==> config.mk <==
export PLATFORM = sky130hd
export DESIGN_NAME = receiver_sequence_sack_tracker
export DESIGN_NICKNAME = d
export VERILOG_FILES = /design/src/design/rsst_pkg.sv /design/src/design/receiver_sequence_sack_tracker.sv
export VERILOG_INCLUDE_DIRS = /design/src /design/src/design
export SDC_FILE = /design/constraint.sdc
export NUM_CORES = 1
export LEC_CHECK = 0
export BUFFER_PORTS_ARGS = -buffer_cell sky130_fd_sc_hd__buf_2
export CAP_MARGIN = 25
export CORE_MARGIN = 3
export CORE_UTILIZATION = 43
export DETAILED_ROUTE_END_ITERATION = 10
export REMOVE_ABC_BUFFERS = 1
export SYNTH_ARGS = -nofsm -noshare
export SYNTH_HDL_FRONTEND = slang
export SYNTH_SLANG_ARGS = --single-unit
==> constraint.sdc <==
create_clock -name clk -period 12.5 [get_ports clk]
set_input_delay 3.125 -clock clk [delete_from_list [all_inputs] [get_ports clk]]
set_output_delay 3.125 -clock clk [all_outputs]
set_load 0.02 [all_outputs]
==> src/design/receiver_sequence_sack_tracker_assert.svh <==
// Assertion macros for the receiver sequence / SACK tracker.
// Included by the top level; expects clk and rst_n in scope at the use site.
`ifndef RECEIVER_SEQUENCE_SACK_TRACKER_ASSERT_SVH
`define RECEIVER_SEQUENCE_SACK_TRACKER_ASSERT_SVH
`ifndef ASSERT_OFF
// Clocked property check, disabled while reset is asserted.
`define RSST_ASSERT(label, prop) \
    label: assert property (@(posedge clk) disable iff (!rst_n) prop) \
        else $error("rsst assertion failed");
// Condition that must never hold on a clock edge.
`define RSST_ASSERT_NEVER(label, cond) `RSST_ASSERT(label, !(cond))
`else
`define RSST_ASSERT(label, prop)
`define RSST_ASSERT_NEVER(label, cond)
`endif
`endif

==> src/design/rsst_pkg.sv <==
// Package for the receiver sequence / SACK tracker: beat types, codes and
// serial-number compare helpers. No dependencies.
package rsst_pkg;

    localparam int unsigned SEQ_W     = 32;
    localparam int unsigned VERDICT_W = 3;
    localparam int unsigned KIND_W    = 2;

    // Request types
    localparam logic REQ_DATA = 1'b0;
    localparam logic REQ_ACK  = 1'b1;

    // Verdict codes
    localparam logic [VERDICT_W-1:0] V_ACCEPT   = 3'd0;
    localparam logic [VERDICT_W-1:0] V_OUTRANGE = 3'd1;
    localparam logic [VERDICT_W-1:0] V_DUP      = 3'd2;
    localparam logic [VERDICT_W-1:0] V_OLD      = 3'd3;
    localparam logic [VERDICT_W-1:0] V_NOTDATA  = 3'd4;

    // Emitted acknowledgement kinds
    localparam logic [KIND_W-1:0] EMIT_NONE  = 2'd0;
    localparam logic [KIND_W-1:0] EMIT_PLAIN = 2'd1;
    localparam logic [KIND_W-1:0] EMIT_SACK  = 2'd2;

    typedef logic [SEQ_W-1:0] seq_t;

    typedef struct packed {
        logic req_type;
        seq_t packet_seq;
    } req_t;

    typedef struct packed {
        logic [VERDICT_W-1:0] verdict;
        seq_t                 expected_out;
        seq_t                 range_low_out;
        seq_t                 range_high_out;
        logic                 gap_open;
        logic                 ack_pending;
        logic [KIND_W-1:0]    emit_kind;
        seq_t                 hdr_seq;
        seq_t                 hdr_ack_seq;
    } rsp_t;

    // Serial a < b: forward distance from a to b is nonzero and below half circle.
    function automatic logic ser_lt(input seq_t a, input seq_t b);
        seq_t d;
        d = b - a;
        return (d != '0) && !d[SEQ_W-1];
    endfunction

    // Serial a > b
    function automatic logic ser_gt(input seq_t a, input seq_t b);
        seq_t d;
        d = a - b;
        return (d != '0) && !d[SEQ_W-1];
    endfunction

endpackage

==> src/design/receiver_sequence_sack_tracker.sv <==
// Receiver sequence / SACK tracker, top level.
// Depends on rsst_pkg.sv and receiver_sequence_sack_tracker_assert.svh.

// Tracks the receive side of a reliable transport. Each req beat is either a
// data packet (req_type REQ_DATA) with a 32-bit sequence number or an ack
// request (REQ_ACK). Sequence numbers compare with 32-bit serial arithmetic,
// so everything wraps cleanly; a number exactly half a circle from the
// frontier counts as already acked. The block holds the next expected
// number, one out-of-order range [low, high), a gap flag, an ack-pending
// flag and its own send counter. Every req beat yields exactly one rsp beat
// carrying the verdict, the state after the beat and, for ack requests, the
// emitted header (selective ack while a gap is open, plain ack otherwise,
// nothing when no ack is pending). One beat per clock while rsp_ready does not
// stall the output: the whole state update is a single combinational pass from
// the req port into the state and result registers, so back-to-back beats see
// each other's updates with no hazard. rsp_valid rises in the cycle after accept.
// The rsp register decouples the sides: req_ready stays high while the output
// is empty or being drained in the same cycle.
module receiver_sequence_sack_tracker (
    input  logic            clk,
    input  logic            rst_n,
    input  logic            req_valid,
    output logic            req_ready,
    input  rsst_pkg::req_t  req,
    output logic            rsp_valid,
    input  logic            rsp_ready,
    output rsst_pkg::rsp_t  rsp
);

    `include "receiver_sequence_sack_tracker_assert.svh"

    // Tracker state
    rsst_pkg::seq_t expected_reg, expected_next;
    rsst_pkg::seq_t range_low_reg, range_low_next;
    rsst_pkg::seq_t range_high_reg, range_high_next;
    rsst_pkg::seq_t send_seq_reg, send_seq_next;
    logic           gap_reg, gap_next;
    logic           update_reg, update_next;

    // Result register
    rsst_pkg::rsp_t rsp_reg, rsp_next;
    logic           rsp_valid_reg;

    logic           acc;
    rsst_pkg::seq_t exp_inc;
    rsst_pkg::seq_t seq_inc;
    logic [rsst_pkg::VERDICT_W-1:0] verdict;
    logic [rsst_pkg::KIND_W-1:0]    kind;
    rsst_pkg::seq_t hdr_seq;
    rsst_pkg::seq_t hdr_ack;

    assign req_ready = !rsp_valid_reg || rsp_ready;
    assign acc       = req_valid && req_ready;
    assign rsp_valid = rsp_valid_reg;
    assign rsp       = rsp_reg;

    assign exp_inc = expected_reg + 1'b1;
    assign seq_inc = req.packet_seq + 1'b1;

    always_comb
    begin
        expected_next   = expected_reg;
        range_low_next  = range_low_reg;
        range_high_next = range_high_reg;
        send_seq_next   = send_seq_reg;
        gap_next        = gap_reg;
        update_next     = update_reg;
        verdict         = rsst_pkg::V_NOTDATA;
        kind            = rsst_pkg::EMIT_NONE;
        hdr_seq         = '0;
        hdr_ack         = '0;

        case (req.req_type)
            rsst_pkg::REQ_DATA:
            begin
                if (req.packet_seq == expected_reg)
                begin
                    // in order: advance, merge with the range if we reach it
                    expected_next = exp_inc;
                    if (gap_reg && (exp_inc == range_low_reg))
                    begin
                        expected_next = range_high_reg;
                        gap_next      = 1'b0;
                    end
                    update_next = 1'b1;
                    verdict     = rsst_pkg::V_ACCEPT;
                end
                else if (!rsst_pkg::ser_lt(expected_reg, req.packet_seq))
                begin
                    verdict = rsst_pkg::V_OLD;
                end
                else if (!gap_reg)
                begin
                    // open a new range
                    gap_next        = 1'b1;
                    update_next     = 1'b1;
                    range_low_next  = req.packet_seq;
                    range_high_next = seq_inc;
                    verdict         = rsst_pkg::V_ACCEPT;
                end
                else if (req.packet_seq == range_high_reg)
                begin
                    range_high_next = seq_inc;
                    update_next     = 1'b1;
                    verdict         = rsst_pkg::V_ACCEPT;
                end
                else if (seq_inc == range_low_reg)
                begin
                    // extend down; merge if it touches the frontier
                    range_low_next = req.packet_seq;
                    if (req.packet_seq == expected_reg)
                    begin
                        expected_next = range_high_reg;
                        gap_next      = 1'b0;
                    end
                    update_next = 1'b1;
                    verdict     = rsst_pkg::V_ACCEPT;
                end
                else if (rsst_pkg::ser_lt(req.packet_seq, range_low_reg) ||
                         rsst_pkg::ser_gt(req.packet_seq, range_high_reg))
                begin
                    verdict = rsst_pkg::V_OUTRANGE;
                end
                else
                begin
                    verdict = rsst_pkg::V_DUP;
                end
            end
            default:
            begin
                if (update_reg)
                begin
                    if (gap_reg)
                    begin
                        kind    = rsst_pkg::EMIT_SACK;
                        hdr_seq = range_low_reg;
                        hdr_ack = range_high_reg;
                    end
                    else
                    begin
                        kind          = rsst_pkg::EMIT_PLAIN;
                        hdr_seq       = send_seq_reg;
                        send_seq_next = send_seq_reg + 1'b1;
                        hdr_ack       = expected_reg;
                    end
                    update_next = 1'b0;
                end
            end
        endcase

        rsp_next.verdict        = verdict;
        rsp_next.expected_out   = expected_next;
        rsp_next.range_low_out  = range_low_next;
        rsp_next.range_high_out = range_high_next;
        rsp_next.gap_open       = gap_next;
        rsp_next.ack_pending    = update_next;
        rsp_next.emit_kind      = kind;
        rsp_next.hdr_seq        = hdr_seq;
        rsp_next.hdr_ack_seq    = hdr_ack;
    end

    always_ff @(posedge clk or negedge rst_n)
    begin
        if (!rst_n)
        begin
            expected_reg   <= '0;
            range_low_reg  <= '0;
            range_high_reg <= '0;
            send_seq_reg   <= '0;
            gap_reg        <= 1'b0;
            update_reg     <= 1'b0;
            rsp_valid_reg  <= 1'b0;
        end
        else
        begin
            if (acc)
            begin
                expected_reg   <= expected_next;
                range_low_reg  <= range_low_next;
                range_high_reg <= range_high_next;
                send_seq_reg   <= send_seq_next;
                gap_reg        <= gap_next;
                update_reg     <= update_next;
                rsp_valid_reg  <= 1'b1;
            end
            else if (rsp_ready)
            begin
                rsp_valid_reg <= 1'b0;
            end
        end
    end

    // payload only, no reset needed
    always_ff @(posedge clk)
    begin
        if (acc)
        begin
            rsp_reg <= rsp_next;
        end
    end

    // State moves only on an accepted beat
    `RSST_ASSERT(a_state_hold, !acc |=> ($stable(expected_reg) && $stable(send_seq_reg) && $stable(gap_reg) && $stable(update_reg)))
    // An accepted packet always leaves an ack pending
    `RSST_ASSERT(a_accept_pending, (acc && (req.req_type == rsst_pkg::REQ_DATA) && (verdict == rsst_pkg::V_ACCEPT)) |=> update_reg)
    // An ack request always clears the pending flag
    `RSST_ASSERT(a_ack_clears, (acc && (req.req_type == rsst_pkg::REQ_ACK)) |=> !update_reg)
    // Send counter only moves on a plain ack
    `RSST_ASSERT_NEVER(a_send_cnt, acc && (kind != rsst_pkg::EMIT_PLAIN) && (send_seq_next != send_seq_reg))

endmodule

==> impl_metrics.ini <==
[timing]
maxSlewHeadroom_pct = 31.6
setup_violations = 0
max_freq_mhz = 125
rsz0062_at_grt = false
finalHoldViolations = 0
min_period_over_period_pct = 64.1
drv_slew = 0
hold_slack_ns = 0.480
skew_ns = 0.0103
setup_tns_ns = 0
finalCriticalPeriod_ns = 8.01
tightest_slew_ns = 1.02

[drt]
ant_nets = 0
via_per_inst = 6.29
drt_first_pass_iters = 7
post_drt_wl_per_cell_um = 26.1
drc = 0
wirelength_um = 82200
drt_iter0_drc = 1907
vias = 19822

[cts]
h-tree-depth = 1
post_cts_buffers = 0
numCtsBuffers = 31
cts_buffer_depth = 3
postCtsResizedCells = 0
ctsRootBufferMaster = clkbuf_16
cts.sinks = 298
cts_tree = done
clk_pin_slew_ns = 0.06
clock_latency_ns = 0.57
postCtsHoldBufs = 0

[yosys]
synth-seq-area-share_pct = 37.3
synthAdderAreaFrac_pct = 5.68
ys_warn_count = 0
netlist.area_leader.share_pct = 22.6
synthArstFlopShare_pct = 44.0
muxShareOfSynthArea_pct = 8.39
synth.distinct_cells = 96
syn-cell-area_um2 = 22200
avgSynthCellArea_um2 = 9.40
synthSimpleGateAreaFrac_pct = 16.4
yosysTopAreaCell = edfxtp_1
synth_ff_type = edfxtp_1
synth_xor_area_share_pct = 7.46
synth_edf_count = 167
synth_top_family_by_area = compound AO/OA/AOI/OAI gates
synthCells = 2364
synth-compound-area-share_pct = 18.6
ys_ff_latch = 298
ys_top_cells_by_area = edfxtp_1, dfrtp_1, ha_1

[grt]
grt_usage_pct = 29.4
grt_pass1_wl_um = 121000
grt_max_degree = 68
overflow = 0
grt_pass1_vias = 18912
antenna_found_initial = 3

[placement]
dpl_cell_area_um2 = 23400
gp_congestion = 0.959
numPortBuffers = 205
hpwlAfterDp_um = 63400

[layout]
syn_to_final_growth_pct = 10.1
final_cell_mix = buf_2, a21oi_1, nand2_1, edfxtp_1, nor2_1
largest_register_ffs = 167
stdcell_area_um2 = 24400
mostFrequentLayoutCell = buf_2
layout-drive-gt1-share_pct = 18.0
final_util_pct = 48.3
num-fill-cells = 4816
nets = 2591

[outcome]
status = completed

[die]
start_util_pct = 43.9
dieArea_um2 = 54400
fp.dieW_um = 233
rows = 82
die_h_um = 233
core_um2 = 50600
io_pins = 206

[setup_path]
cp-start-kind = input port
crit_chain = buf_2 -> inv_1 -> ha_1 -> inv_1 -> fa_1 -> a211oi_1 -> nor2_1 -> o311ai_0 -> a211oi_1 -> or3_1 -> a221oi_1 -> nand4_1 -> nor4_4 -> nor3_2 -> buf_4 -> mux2_2
cp_slowest_stage_delay_ns = 0.66
slowest_stage = nor4_4
crit_path_end_kind = flip-flop
worstPathRequired_ns = 12.82
cp_top_family = compound AO/OA/AOI/OAI gates
regToRegSetupSlack_ns = 6.78
arrival_ns = 8.33
cp_max_fo = 24
crit_buf_inv = 4
critPathKind = input port to flip-flop

[power_and_ir_drop]
power_leakage_nw = 9.85
irDropWorstVdd_uv = 86.6
powerDensity_nw_per_um2 = 160

[job]
max-cap-violations = 0

[min_path]
holdCritPathClass = flip-flop to flip-flop
[power breakdown]
group,leakage [nW],internal [mW],switching (mW)
logic,5.99,0.604,0.883
registers,3.36,1.18,0.291
clock network,0.498,0.558,0.391
[final cells by class]
type	instances	area, µm²	share of cell area [%]
diodes	1	2.50	0.0102
clock buffers	37	798	3.27
clock inverters	20	238	0.972
inverters	134	508	2.08
multi-input cells	1767	12600	51.5
flip-flops and latches	298	8290	33.9
well taps	672	841	3.44
repair buffers	223	1170	4.78
[synth_stat cells (11+ instances only)]
cell type	number
nand4_1	63
xnor2_1	110
o21ai_0	101
a31oi_1	19
mux2_4	25
or4_1	11
a22o_1	65
nand3_1	89
nand2_1	178
clkbuf_1	113
nor3_1	40
o211ai_1	14
nor2_1	143
o2111ai_1	17
a21oi_1	202
o21a_1	23
dfrtp_1	131
a211oi_1	18
buf_1	13
a21o_1	23
ha_1	96
mux2_2	102
and3_1	32
edfxtp_1	167
inv_1	134
nor4_1	31
xor2_1	68
mux2i_1	34
a2bb2oi_1	16
nand2b_1	21
or3_1	16
and4_1	16
[stage by stage]
step / power (mW) / setup slack [ns] / std cells
global placement: 2.93 / 4.10 / 3094
CTS: 3.90 / 4.61 / 3151
global route: 4.09 / 4.29 / 3151
detailed placement: 2.94 / 4.01 / 3094
floorplan: 2.37 / 2.90 / 2199
finish: 3.91 / 4.49 / 3152
[final timing paths]
check	startpoint	end	depth (start not counted)
max reg2reg	expected_reg[0]$_DFFE_PN0P_	rsp[77]$_DFFE_PP_	14
min reg2reg	send_seq_reg[31]$_DFFE_PN0P_	send_seq_reg[31]$_DFFE_PN0P_	1
max	req[0]	rsp[77]$_DFFE_PP_	16
min in group asynchronous	rst_n	range_low_reg[9]$_DFFE_PN0P_	1
max in group asynchronous	rst_n	send_seq_reg[24]$_DFFE_PN0P_	2
min	send_seq_reg[31]$_DFFE_PN0P_	send_seq_reg[31]$_DFFE_PN0P_	1
[per-layer routing]
layer	track usage (%)	up-vias	share of wire, %
met2	47.3	916	45
met3	3.24	163	7.7
met4	11.2	0	4.2
met5	0	-	0
li1	-	8960	-
met1	40.9	9783	43
[cells by family after synthesis]
family	count (synthesis)
buf+inv	299
simple gates	704
xor+xnor	182
mux	161
flops	298
fa+ha+maj	99
compound gates	621
No activity file was read; power rests on OpenSTA's default activity.
